<file path="src/framewise_rmse_accumulator_unit_assert.svh">
// Assertion macros for the RMSE accumulator
`ifndef FRAMEWISE_RMSE_ACCUMULATOR_UNIT_ASSERT_SVH
`define FRAMEWISE_RMSE_ACCUMULATOR_UNIT_ASSERT_SVH
// implication checked every clock outside reset
`define RMSE_ASSERT_IMP(lbl, a, c) \
    lbl: assert property (@(posedge clk) disable iff (!rst_n) (a) |-> (c)) \
        else $error("assertion failed");
// next-cycle implication
`define RMSE_ASSERT_NXT(lbl, a, c) \
    lbl: assert property (@(posedge clk) disable iff (!rst_n) (a) |=> (c)) \
        else $error("assertion failed");
`endif

</file>
<file path="src/fra_pkg.sv">
// ----------------------------------------------------------------------------
// fra_pkg
// Shared constants and types of the framewise RMSE accumulator.
// ----------------------------------------------------------------------------
package fra_pkg;
    localparam int SAMPLE_WIDTH = 16;
    localparam int COUNT_WIDTH  = 32;
    localparam int RMSE_WIDTH   = 24;
    localparam int SUM_WIDTH    = 64;
    localparam int RSUM_WIDTH   = 56;
    localparam int ADDR_WIDTH   = 4;

    localparam logic [1:0] REG_FRAME_LENGTH = 2'd0;
    localparam logic [1:0] REG_FRAME_BY_FRAME = 2'd1;
    localparam logic [1:0] REG_SKIP_ENABLE = 2'd2;
    localparam logic [1:0] REG_SKIP_VALUE = 2'd3;

    // kind of result division
    typedef enum logic [1:0] {
        DIV_RMSE = 2'd0,
        DIV_MEAN = 2'd1
    } div_kind_t;

    // controller to datapath commands
    typedef struct packed {
        logic      accum;      // add the accepted pair
        logic      div_start;  // start the divider
        div_kind_t div_kind;
        logic      div_step;   // one divider bit
        logic      sqrt_start;
        logic      sqrt_step;
        logic      frame_add;  // fold frame RMSE into the running sum
        logic      frame_clr;
        logic      all_clr;
    } fra_cmd_t;

    // datapath to controller status
    typedef struct packed {
        logic used_zero;
        logic fcount_zero;
        logic frame_close;
        logic quot_ovf;
    } fra_stat_t;
endpackage

</file>
<file path="src/fra_if.sv">
// ----------------------------------------------------------------------------
// fra_in_if / fra_out_if
// Valid/ready channels of the RMSE accumulator.
// ----------------------------------------------------------------------------
interface fra_in_if;
    import fra_pkg::*;
    logic                           valid;
    logic                           ready;
    logic signed [SAMPLE_WIDTH-1:0] sample_x;
    logic signed [SAMPLE_WIDTH-1:0] sample_y;
    logic                           end_of_stream;
    modport source (output valid, sample_x, sample_y, end_of_stream, input ready);
    modport sink (input valid, sample_x, sample_y, end_of_stream, output ready);
endinterface

interface fra_out_if;
    import fra_pkg::*;
    logic                  valid;
    logic                  ready;
    logic [RMSE_WIDTH-1:0] rmse_value;
    logic                  is_final;
    logic                  status;
    modport source (output valid, rmse_value, is_final, status, input ready);
    modport sink (input valid, rmse_value, is_final, status, output ready);
endinterface

</file>
<file path="src/fra_datapath.sv">
// ----------------------------------------------------------------------------
// fra_datapath
// Accumulators, bit-serial divider and bit-serial square root.
// ----------------------------------------------------------------------------
module fra_datapath
    import fra_pkg::*;
(
    input  logic                           clk,
    input  logic                           rst_n,
    input  fra_cmd_t                       cmd,
    output fra_stat_t                      stat,
    input  logic signed [SAMPLE_WIDTH-1:0] sample_x,
    input  logic signed [SAMPLE_WIDTH-1:0] sample_y,
    input  logic [15:0]                    frame_length,
    input  logic                           skip_enable,
    input  logic signed [SAMPLE_WIDTH-1:0] skip_value,
    output logic [RMSE_WIDTH-1:0]          rmse_out,
    output logic [RMSE_WIDTH-1:0]          mean_out
);
    localparam int DW = SUM_WIDTH + 16;
    localparam int AW = SAMPLE_WIDTH + 1;

    logic [SUM_WIDTH-1:0]   ssum_reg;
    logic [COUNT_WIDTH-1:0] ucnt_reg;
    logic [15:0]            fpos_reg;
    logic [RSUM_WIDTH-1:0]  rsum_reg;
    logic [COUNT_WIDTH-1:0] fcnt_reg;
    logic [DW-1:0]          dquo_reg;
    logic [COUNT_WIDTH-1:0] drem_reg;
    logic [COUNT_WIDTH-1:0] dden_reg;
    logic [47:0]            sval_reg;
    logic [47:0]            sres_reg;
    logic [47:0]            sbit_reg;

    // pair square, with skip test
    logic signed [AW-1:0] diff;
    logic [AW-1:0]        adiff;
    logic [2*AW-1:0]      sq;
    logic                 use_pair;
    logic [SUM_WIDTH:0]   ssum_add;
    assign use_pair = !skip_enable || (sample_x != skip_value && sample_y != skip_value);
    assign diff  = AW'(sample_x) - AW'(sample_y);
    assign adiff = diff[AW-1] ? AW'(-diff) : AW'(diff);
    assign sq    = adiff * adiff;
    assign ssum_add = {1'b0, ssum_reg} + (SUM_WIDTH+1)'(sq);

    logic [16:0] pos_inc;
    assign pos_inc = {1'b0, fpos_reg} + 17'd1;

    // divider step: shift the next dividend bit into the remainder
    logic [COUNT_WIDTH:0] rem_sh;
    logic                 rem_ge;
    assign rem_sh = {drem_reg, dquo_reg[DW-1]};
    assign rem_ge = rem_sh >= {1'b0, dden_reg};

    // square root step
    logic [47:0] s_try;
    assign s_try = sres_reg + sbit_reg;

    // frame RMSE, saturated when the mean square overflows
    logic                  quot_ovf;
    logic [RMSE_WIDTH-1:0] frame_rmse;
    assign quot_ovf   = dquo_reg[DW-1:48] != '0;
    assign frame_rmse = quot_ovf ? '1 : sres_reg[RMSE_WIDTH-1:0];

    logic [RSUM_WIDTH:0] rsum_add;
    assign rsum_add = {1'b0, rsum_reg} + (RSUM_WIDTH+1)'(frame_rmse);

    // accumulators
    always_ff @(posedge clk or negedge rst_n)
    begin
        if (!rst_n)
        begin
            ssum_reg <= '0;
            ucnt_reg <= '0;
            fpos_reg <= '0;
            rsum_reg <= '0;
            fcnt_reg <= '0;
        end
        else if (cmd.all_clr)
        begin
            ssum_reg <= '0;
            ucnt_reg <= '0;
            fpos_reg <= '0;
            rsum_reg <= '0;
            fcnt_reg <= '0;
        end
        else
        begin
            if (cmd.accum)
            begin
                if (use_pair)
                begin
                    ssum_reg <= ssum_add[SUM_WIDTH] ? '1 : ssum_add[SUM_WIDTH-1:0];
                    if (ucnt_reg != '1)
                    begin
                        ucnt_reg <= ucnt_reg + 1'b1;
                    end
                end
                if (frame_length != '0)
                begin
                    fpos_reg <= pos_inc[15:0];
                end
            end
            if (cmd.frame_add)
            begin
                rsum_reg <= rsum_add[RSUM_WIDTH] ? '1 : rsum_add[RSUM_WIDTH-1:0];
                if (fcnt_reg != '1)
                begin
                    fcnt_reg <= fcnt_reg + 1'b1;
                end
            end
            if (cmd.frame_clr)
            begin
                ssum_reg <= '0;
                ucnt_reg <= '0;
                fpos_reg <= '0;
            end
        end
    end

    // divider and square root registers
    always_ff @(posedge clk)
    begin
        if (cmd.div_start)
        begin
            drem_reg <= '0;
            if (cmd.div_kind == DIV_RMSE)
            begin
                dquo_reg <= {ssum_reg, 16'd0};
                dden_reg <= ucnt_reg;
            end
            else
            begin
                dquo_reg <= DW'(rsum_reg);
                dden_reg <= fcnt_reg;
            end
        end
        else if (cmd.div_step)
        begin
            dquo_reg <= {dquo_reg[DW-2:0], rem_ge};
            drem_reg <= rem_ge ? COUNT_WIDTH'(rem_sh - {1'b0, dden_reg})
                               : rem_sh[COUNT_WIDTH-1:0];
        end
        if (cmd.sqrt_start)
        begin
            sval_reg <= dquo_reg[47:0];
            sres_reg <= '0;
            sbit_reg <= 48'd1 << 46;
        end
        else if (cmd.sqrt_step)
        begin
            if (sval_reg >= s_try)
            begin
                sval_reg <= sval_reg - s_try;
                sres_reg <= (sres_reg >> 1) + sbit_reg;
            end
            else
            begin
                sres_reg <= sres_reg >> 1;
            end
            sbit_reg <= sbit_reg >> 2;
        end
    end

    assign stat.used_zero   = ucnt_reg == '0;
    assign stat.fcount_zero = fcnt_reg == '0;
    assign stat.frame_close = frame_length != '0 && pos_inc >= {1'b0, frame_length};
    assign stat.quot_ovf    = quot_ovf;
    assign rmse_out = sres_reg[RMSE_WIDTH-1:0];
    assign mean_out = dquo_reg[RMSE_WIDTH-1:0];
endmodule

</file>
<file path="src/fra_ctrl.sv">
// ----------------------------------------------------------------------------
// fra_ctrl
// Sequencer: accepts pairs, runs divider and root at frame and stream end.
// ----------------------------------------------------------------------------
module fra_ctrl
    import fra_pkg::*;
(
    input  logic                  clk,
    input  logic                  rst_n,
    input  logic                  in_valid,
    output logic                  in_ready,
    input  logic                  in_eos,
    input  logic                  frame_by_frame,
    input  logic                  len_zero,
    output fra_cmd_t              cmd,
    input  fra_stat_t             stat,
    input  logic [RMSE_WIDTH-1:0] rmse_in,
    input  logic [RMSE_WIDTH-1:0] mean_in,
    output logic                  out_valid,
    input  logic                  out_ready,
    output logic [RMSE_WIDTH-1:0] out_rmse,
    output logic                  out_final,
    output logic                  out_status
);
    localparam int DSTEPS = SUM_WIDTH + 16;
    localparam int SSTEPS = 24;

    typedef enum logic [5:0] {
        ST_IDLE  = 6'b000001,
        ST_DECIDE = 6'b000010,
        ST_DIV   = 6'b000100,
        ST_SQRT  = 6'b001000,
        ST_POST  = 6'b010000,
        ST_FINAL = 6'b100000
    } state_t;

    state_t    state_reg, state_next;
    logic [6:0] cnt_reg, cnt_next;
    logic      eos_reg, eos_next;
    logic      close_reg, close_next;
    logic      kind_reg, kind_next;   // 1 while computing the final mean
    logic      ov_reg, ov_next;
    logic [RMSE_WIDTH-1:0] orm_reg, orm_next;
    logic      ofin_reg, ofin_next;
    logic      ost_reg, ost_next;

    always_ff @(posedge clk or negedge rst_n)
    begin
        if (!rst_n)
        begin
            state_reg <= ST_IDLE;
            cnt_reg   <= '0;
            eos_reg   <= 1'b0;
            close_reg <= 1'b0;
            kind_reg  <= 1'b0;
            ov_reg    <= 1'b0;
        end
        else
        begin
            state_reg <= state_next;
            cnt_reg   <= cnt_next;
            eos_reg   <= eos_next;
            close_reg <= close_next;
            kind_reg  <= kind_next;
            ov_reg    <= ov_next;
        end
    end

    always_ff @(posedge clk)
    begin
        orm_reg  <= orm_next;
        ofin_reg <= ofin_next;
        ost_reg  <= ost_next;
    end

    logic out_free;
    assign out_free = !ov_reg || out_ready;

    always_comb
    begin
        state_next = state_reg;
        cnt_next   = cnt_reg;
        eos_next   = eos_reg;
        close_next = close_reg;
        kind_next  = kind_reg;
        ov_next    = ov_reg && !out_ready;
        orm_next   = orm_reg;
        ofin_next  = ofin_reg;
        ost_next   = ost_reg;
        cmd        = '0;
        cmd.div_kind = DIV_RMSE;
        in_ready   = 1'b0;
        case (state_reg)
            ST_IDLE:
            begin
                in_ready = 1'b1;
                if (in_valid)
                begin
                    cmd.accum  = 1'b1;
                    eos_next   = in_eos;
                    close_next = stat.frame_close;
                    state_next = (stat.frame_close || in_eos) ? ST_DECIDE : ST_IDLE;
                end
            end
            ST_DECIDE:
            begin
                // frame close (or whole-stream end) with used pairs needs a root
                if ((close_reg || (eos_reg && len_zero)) && !stat.used_zero)
                begin
                    cmd.div_start = 1'b1;
                    kind_next  = 1'b0;
                    cnt_next   = '0;
                    state_next = ST_DIV;
                end
                else if (close_reg && frame_by_frame)
                begin
                    if (out_free)
                    begin
                        ov_next = 1'b1; orm_next = '0; ofin_next = 1'b0; ost_next = 1'b1;
                        cmd.frame_clr = 1'b1;
                        close_next = 1'b0;
                        state_next = eos_reg ? ST_FINAL : ST_IDLE;
                    end
                end
                else
                begin
                    if (close_reg)
                    begin
                        cmd.frame_clr = 1'b1;
                    end
                    close_next = 1'b0;
                    state_next = eos_reg ? ST_FINAL : ST_IDLE;
                end
            end
            ST_DIV:
            begin
                cmd.div_step = 1'b1;
                cnt_next = cnt_reg + 1'b1;
                if (cnt_reg == 7'(DSTEPS - 1))
                begin
                    cnt_next   = '0;
                    state_next = kind_reg ? ST_POST : ST_SQRT;
                    cmd.sqrt_start = 1'b0;
                end
            end
            ST_SQRT:
            begin
                if (cnt_reg == '0)
                begin
                    cmd.sqrt_start = 1'b1;
                    cnt_next = 7'd1;
                end
                else
                begin
                    cmd.sqrt_step = 1'b1;
                    cnt_next = cnt_reg + 1'b1;
                    if (cnt_reg == 7'(SSTEPS))
                    begin
                        state_next = ST_POST;
                    end
                end
            end
            ST_POST:
            begin
                if (kind_reg)
                begin
                    if (out_free)
                    begin
                        ov_next = 1'b1; orm_next = mean_in; ofin_next = 1'b1; ost_next = 1'b0;
                        cmd.all_clr = 1'b1;
                        kind_next  = 1'b0;
                        eos_next   = 1'b0;
                        state_next = ST_IDLE;
                    end
                end
                else if (close_reg && !frame_by_frame)
                begin
                    cmd.frame_add = 1'b1;
                    cmd.frame_clr = 1'b1;
                    close_next = 1'b0;
                    state_next = eos_reg ? ST_FINAL : ST_IDLE;
                end
                else if (out_free)
                begin
                    ov_next  = 1'b1;
                    orm_next = stat.quot_ovf ? '1 : rmse_in;
                    ost_next = 1'b0;
                    if (close_reg)
                    begin
                        ofin_next = 1'b0;
                        cmd.frame_clr = 1'b1;
                        close_next = 1'b0;
                        state_next = eos_reg ? ST_FINAL : ST_IDLE;
                    end
                    else
                    begin
                        ofin_next = 1'b1;
                        cmd.all_clr = 1'b1;
                        eos_next = 1'b0;
                        state_next = ST_IDLE;
                    end
                end
            end
            ST_FINAL:
            begin
                if (!len_zero && frame_by_frame)
                begin
                    cmd.all_clr = 1'b1;
                    eos_next = 1'b0;
                    state_next = ST_IDLE;
                end
                else if (!len_zero && !stat.fcount_zero)
                begin
                    cmd.div_start = 1'b1;
                    cmd.div_kind  = DIV_MEAN;
                    kind_next  = 1'b1;
                    cnt_next   = '0;
                    state_next = ST_DIV;
                end
                else if (out_free)
                begin
                    ov_next = 1'b1; orm_next = '0; ofin_next = 1'b1; ost_next = 1'b1;
                    cmd.all_clr = 1'b1;
                    eos_next = 1'b0;
                    state_next = ST_IDLE;
                end
            end
            default:
            begin
                state_next = ST_IDLE;
            end
        endcase
    end

    assign out_valid  = ov_reg;
    assign out_rmse   = orm_reg;
    assign out_final  = ofin_reg;
    assign out_status = ost_reg;

`include "framewise_rmse_accumulator_unit_assert.svh"
    `RMSE_ASSERT_IMP(a_ready_idle, in_ready, state_reg == ST_IDLE)
    `RMSE_ASSERT_NXT(a_hold_out, out_valid && !out_ready, out_valid && $stable(out_rmse))
    `RMSE_ASSERT_IMP(a_empty_zero, out_valid && out_status, out_rmse == '0)
endmodule

</file>
<file path="src/framewise_rmse_accumulator_unit.sv">
// ----------------------------------------------------------------------------
// framewise_rmse_accumulator_unit
// Framewise RMSE of two signed sample streams, Q16.8 result.
// ----------------------------------------------------------------------------
// Pairs arrive on the in channel (sample_x, sample_y, end_of_stream) and
// results leave on the out channel (rmse_value, is_final, status); both
// transfer when valid and ready are high at a clock edge. The user must
// write registers over the APB port at byte addresses 0, 4, 8, 12 only
// while idle; the block does not enforce this. A pair that closes neither a
// frame nor the stream is taken in the idle state; a pair that reaches a
// frame end or carries end_of_stream also passes the decide state. A root
// costs 80 divider steps, a root load, 24 root steps and the post state;
// divider and root make one bit a cycle, and the final mean costs another
// 80 divider steps. The result register holds its value while the receiver
// stalls; the sequencer waits only to hand over a new result. Reset clears
// all accumulators and the registers, and the block is ready at once.
// ----------------------------------------------------------------------------
module framewise_rmse_accumulator_unit
    import fra_pkg::*;
(
    input  logic                  clk,
    input  logic                  rst_n,
    fra_in_if.sink                in_ch,
    fra_out_if.source             out_ch,
    input  logic                  psel,
    input  logic                  penable,
    input  logic                  pwrite,
    input  logic [ADDR_WIDTH-1:0] paddr,
    input  logic [31:0]           pwdata,
    output logic [31:0]           prdata,
    output logic                  pready
);
    logic [15:0]                    flen_reg;
    logic                           fbf_reg;
    logic                           sken_reg;
    logic signed [SAMPLE_WIDTH-1:0] skval_reg;
    fra_cmd_t                       cmd;
    fra_stat_t                      stat;
    logic [RMSE_WIDTH-1:0]          rmse_w, mean_w;

    assign pready = 1'b1;

    // register writes
    always_ff @(posedge clk or negedge rst_n)
    begin
        if (!rst_n)
        begin
            flen_reg <= '0; fbf_reg <= 1'b0; sken_reg <= 1'b0; skval_reg <= '0;
        end
        else if (psel && penable && pwrite && paddr[1:0] == 2'b00)
        begin
            case (paddr[3:2])
                REG_FRAME_LENGTH:   flen_reg  <= pwdata[15:0];
                REG_FRAME_BY_FRAME: fbf_reg   <= pwdata[0];
                REG_SKIP_ENABLE:    sken_reg  <= pwdata[0];
                REG_SKIP_VALUE:     skval_reg <= pwdata[SAMPLE_WIDTH-1:0];
                default: ;
            endcase
        end
    end

    // register reads
    always_comb
    begin
        case (paddr[3:2])
            REG_FRAME_LENGTH:   prdata = {16'd0, flen_reg};
            REG_FRAME_BY_FRAME: prdata = {31'd0, fbf_reg};
            REG_SKIP_ENABLE:    prdata = {31'd0, sken_reg};
            REG_SKIP_VALUE:     prdata = 32'(unsigned'(skval_reg));
            default:            prdata = '0;
        endcase
    end

    fra_datapath u_dp (
        .clk(clk), .rst_n(rst_n), .cmd(cmd), .stat(stat),
        .sample_x(in_ch.sample_x), .sample_y(in_ch.sample_y),
        .frame_length(flen_reg), .skip_enable(sken_reg), .skip_value(skval_reg),
        .rmse_out(rmse_w), .mean_out(mean_w)
    );

    fra_ctrl u_ctrl (
        .clk(clk), .rst_n(rst_n),
        .in_valid(in_ch.valid), .in_ready(in_ch.ready), .in_eos(in_ch.end_of_stream),
        .frame_by_frame(fbf_reg), .len_zero(flen_reg == '0),
        .cmd(cmd), .stat(stat), .rmse_in(rmse_w), .mean_in(mean_w),
        .out_valid(out_ch.valid), .out_ready(out_ch.ready),
        .out_rmse(out_ch.rmse_value), .out_final(out_ch.is_final),
        .out_status(out_ch.status)
    );
endmodule

</file>
<file path="src/flat_wrapper.sv">
// flat-port wrapper written by rule: the top's interface ports become plain ports
module framewise_rmse_accumulator_unit_flat import fra_pkg::*;
  (clk, rst_n, psel, penable, pwrite, paddr, pwdata, prdata, pready, in_ch_valid, in_ch_sample_x, in_ch_sample_y, in_ch_end_of_stream, in_ch_ready, out_ch_valid, out_ch_rmse_value, out_ch_is_final, out_ch_status, out_ch_ready);
  fra_in_if in_ch_i ();
  fra_out_if out_ch_i ();
  input  logic clk;
  input  logic rst_n;
  input  logic psel;
  input  logic penable;
  input  logic pwrite;
  input  logic [ADDR_WIDTH-1:0] paddr;
  input  logic [31:0] pwdata;
  output logic [31:0] prdata;
  output logic pready;
  input wire logic [$bits(in_ch_i.valid)-1:0] in_ch_valid;
  input wire logic [$bits(in_ch_i.sample_x)-1:0] in_ch_sample_x;
  input wire logic [$bits(in_ch_i.sample_y)-1:0] in_ch_sample_y;
  input wire logic [$bits(in_ch_i.end_of_stream)-1:0] in_ch_end_of_stream;
  output wire logic [$bits(in_ch_i.ready)-1:0] in_ch_ready;
  output wire logic [$bits(out_ch_i.valid)-1:0] out_ch_valid;
  output wire logic [$bits(out_ch_i.rmse_value)-1:0] out_ch_rmse_value;
  output wire logic [$bits(out_ch_i.is_final)-1:0] out_ch_is_final;
  output wire logic [$bits(out_ch_i.status)-1:0] out_ch_status;
  input wire logic [$bits(out_ch_i.ready)-1:0] out_ch_ready;
  assign in_ch_i.valid = in_ch_valid;
  assign in_ch_i.sample_x = in_ch_sample_x;
  assign in_ch_i.sample_y = in_ch_sample_y;
  assign in_ch_i.end_of_stream = in_ch_end_of_stream;
  assign in_ch_ready = in_ch_i.ready;
  assign out_ch_valid = out_ch_i.valid;
  assign out_ch_rmse_value = out_ch_i.rmse_value;
  assign out_ch_is_final = out_ch_i.is_final;
  assign out_ch_status = out_ch_i.status;
  assign out_ch_i.ready = out_ch_ready;
  framewise_rmse_accumulator_unit u_core (.clk(clk), .rst_n(rst_n), .in_ch(in_ch_i), .out_ch(out_ch_i), .psel(psel), .penable(penable), .pwrite(pwrite), .paddr(paddr), .pwdata(pwdata), .prdata(prdata), .pready(pready));
endmodule
</file>
<file path="config.mk">
export PLATFORM = sky130hd
export DESIGN_NAME = framewise_rmse_accumulator_unit_flat
export DESIGN_NICKNAME = d
export VERILOG_FILES = /design/src/fra_pkg.sv /design/src/fra_if.sv /design/src/fra_datapath.sv /design/src/fra_ctrl.sv /design/src/framewise_rmse_accumulator_unit.sv /design/src/flat_wrapper.sv
export VERILOG_INCLUDE_DIRS = /design/src /design/src/src
export SDC_FILE = /design/constraint.sdc
export NUM_CORES = 2
export LEC_CHECK = 0
export BUFFER_PORTS_ARGS = -buffer_cell sky130_fd_sc_hd__buf_2
export CAP_MARGIN = 20
export CORE_UTILIZATION = 40
export DETAILED_ROUTE_END_ITERATION = 6
export GPL_ROUTABILITY_DRIVEN = 0
export HOLD_SLACK_MARGIN = 0.12
export MAX_ROUTING_LAYER = met4
export PLACE_DENSITY = 0.54
export SYNTH_ARGS = -nofsm -noshare
export SYNTH_HDL_FRONTEND = slang
export SYNTH_SLANG_ARGS = --single-unit
</file>
<file path="constraint.sdc">
create_clock -name clk -period 8.59 [get_ports clk]
set_input_delay 0.859 -clock clk [delete_from_list [all_inputs] [get_ports clk]]
set_output_delay 0.859 -clock clk [all_outputs]
set_load 0.02 [all_outputs]
</file>
==> results.toml <==
[status]
outcome = "finished, violations left"
failed_checks = "negative setup slack"

[timing]
fmax_mhz = 115.7
timing.final.crit_share_pct = 100.6
worstMarginPinSlew_ps = 1033
clock_skew_ps = 27.77
final-max-slew-violation-count = 0
hold_viol = 0
setup_slack_ps = -53.77
final-setup-viol-count = 6
rsz0062_at_grt = "true"
layout_min_cycle_time_ps = 8644
worst_slew_margin_rel_pct = 30.19

[clocking]
cts.reportedPaths.clkPinSlew_ps = 60
quantity_of_hold_fixing_buffers_added_after_cts = 0
clk_lat_worst_skew_ps = 620
cts-htree-levels = 3
ctsLongestPathBuffers = 3
cts_inserted_buffers = 67
cts_num_sinks = 541
cts_root_buf = "clkbuf_16"
tritoncts = "built"

[hold_path]
hold_path_class = "in2async"

[synth]
yosysUniqueCellTypes = 101
seq_area_frac_synth_pct = 31.46
synthesis.yosys.warnings = 0
synth_area_sq_um = 44350
ys_ff_latch = 541
synthFlopType = "dfrtp_1"
synthesized_netlist_cell_count = 5092
synth_edf_count = 186
async_s_r_ff_share_synth_pct = 46.40
post_synth.cell_area_avg_sq_um = 8.709

[drt]
via_count = 37590
drt_iter0_markers = 2435
detail_route.wirelength_um = 131200
route.detailed.wl_per_inst_um = 18.83
antenna_violating_nets_post_route = 0
drt-vias-per-instance = 5.397
dr.pass1.iters = 5
drc = 0

[floorplanning]
floorplan.die.height_um = 335.0
die-width_um = 335.0
die_area_sq_um = 112200
pin_count = 137
core-area_sq_um = 109500
row_count = 121
initial_utilization_pct = 40.52

[flow_run]
max-cap-violations = 0

[cells_and_area]
final-seq-area_sq_um = 13950
layout.filler_cells = 10530
syn2layout_area_growth_pct = 18.65
multi_input_comb_area_sq_um = 29160
finish.net_count = 6050
largest_register_ff_count = 80
drive_gt1_share_pct = 16.71

[global_routing]
gr_usage_total_pct = 23.66
grt_antenna_before_repair = 1
total_overflow_reported_by_the_global_router = 0
first_global_vias = 36760
grt_pass1_wl_um = 206000
pin_count_of_the_biggest_net_entering_global_routing = 90

[setup_path]
timing.critical_path.mode_cell = "fa_1"
path_max_fanout = 5
critical_path_required_ps = 9040
timing.critical_path.arrival_ps = 9090
setup.worst_path.start_class = "input port"
setup.worst_path.end_class = "flip-flop"
timing.critical_path.buf_inv = 9
crit_path_top_delay_cell = "fa_2"
path_class = "in2reg"
worst_path_largest_cell_delay_ps = 590
crit_family = "adder cells"

[placement]
dp_hpwl_um = 100100
dp_worst_setup_slack_ps = -1006
buffer_ports.inserted = 103
timing repair:
item / 4_1_cts / 5_1_grt
resized for setup: 49 / 197
endpoints found under the setup margin: 63 / 64
cloned: 0 / 3
pin swaps: 30 / 83
buffers inserted: 9 / 28
kinds of logic after synthesis:
family / count (synthesis) / synth area share [%]
AO/OA/AOI/OAI: 1162 / 16.77
XOR/XNOR: 342 / 6.788
adder cells (fa/ha/maj): 536 / 18.98
buffers and inverters: 726 / 6.379
flip-flops: 541 / 31.46
multiplexers: 78 / 1.854
other: 2 / 0.01693
AND/OR/NAND/NOR: 1705 / 17.76
metrics by stage:
step / instance area, sq um / instances / utilization, % / TNS, ps / hold WS [ps]
6_report: 52620 / 6965 / 48.07 / -139.1 / 245.3
5_1_grt: 52620 / 6965 / 48.07 / -11170 / 274.6
4_1_cts: 51530 / 6934 / 47.07 / -70.88 / 248.8
3_5_place_dp: 49120 / 6806 / 44.88 / -53110 / 477.2
3_3_place_gp: 49100 / 6805 / 44.85 / -50270 / 469.2
2_1_floorplan: 45070 / 5119 / - / -7322 / 444.2
worst paths after layout:
path                                               start                        to  slack, ps  depth (start not counted)
worst max-delay path                   in_ch_sample_x[0]  u_core.u_dp.ssum_reg[61]        -50                         35
worst min register to register  u_core.u_dp.sbit_reg[46]  u_core.u_dp.sbit_reg[46]        480                          2
min in group clk                               pwdata[5]        u_core.flen_reg[5]        460                          3
worst min-delay path                               rst_n  u_core.u_dp.ssum_reg[50]        250                          1
worst max register to register   u_core.u_dp.sres_reg[6]  u_core.u_dp.sval_reg[45]       1770                         19
max in group asynchronous                          rst_n    u_core.u_ctrl.kind_reg       6450                          3
cell usage in the layout, fill, tap and decap left out, types with 29 or more instances in the layout:
cell,Yosys,final
a21o_1,100,99
dfrtp_1,250,249
inv_1,489,451
xor2_1,198,193
o31ai_1,41,39
dfxtp_1,104,104
a31oi_1,76,72
a21oi_1,281,250
mux2i_1,54,52
a211oi_1,32,31
buf_4,20,339
edfxtp_1,186,186
nor4_1,42,40
o211ai_1,29,29
nor2_1,488,458
xnor2_1,142,138
fa_1,228,215
nor3_1,76,64
o22ai_1,54,53
nand4_1,65,65
nand2_1,575,557
or3_1,55,52
conb_1,2,29
buf_2,17,99
a22o_1,41,41
nand3_1,167,162
and3_1,74,72
o21ai_0,288,259
o21a_1,35,35
clkbuf_16,0,72
ha_1,308,288
inv_2,4,41
metal layers:
layer | track usage [%] | vias up | wire [um]
met3 | 2.122 | 153 | 4746
met4 | 6.218 | 0 | 3045
met1 | 32.28 | 18300 | 62210
li1 | - | 18390 | -
met5 | - | - | 0
met2 | 37.68 | 748 | 61170
synth_stat cells (76+ instances only):
cell	number	area, sq um
edfxtp_1	186	5585
nor3_1	76	380.4
a21oi_1	281	1406
clkbuf_1	176	660.6
nand2_1	575	2158
ha_1	308	3854
inv_1	489	1836
xor2_1	198	1734
nor2_1	488	1832
o21ai_0	288	1441
dfxtp_1	104	2082
a21o_1	100	750.7
xnor2_1	142	1244
fa_1	228	4564
dfrtp_1	250	6256
a31oi_1	76	475.5
nand3_1	167	835.8
cell type report:
cell class	instances	share of cell area, %
Antenna cell	1	0.004756
Clock buffer	97	3.636
Clock inverter	22	0.4209
Inverter	497	3.579
Multi-Input combinational cell	3852	55.41
Sequential cell	541	26.51
Tap cell	1476	3.510
Timing Repair Buffer	479	6.927
Power is left out: the tool's default activity adds up to more than one toggle a clock period on the data nets, which glitch-free logic cannot reach.
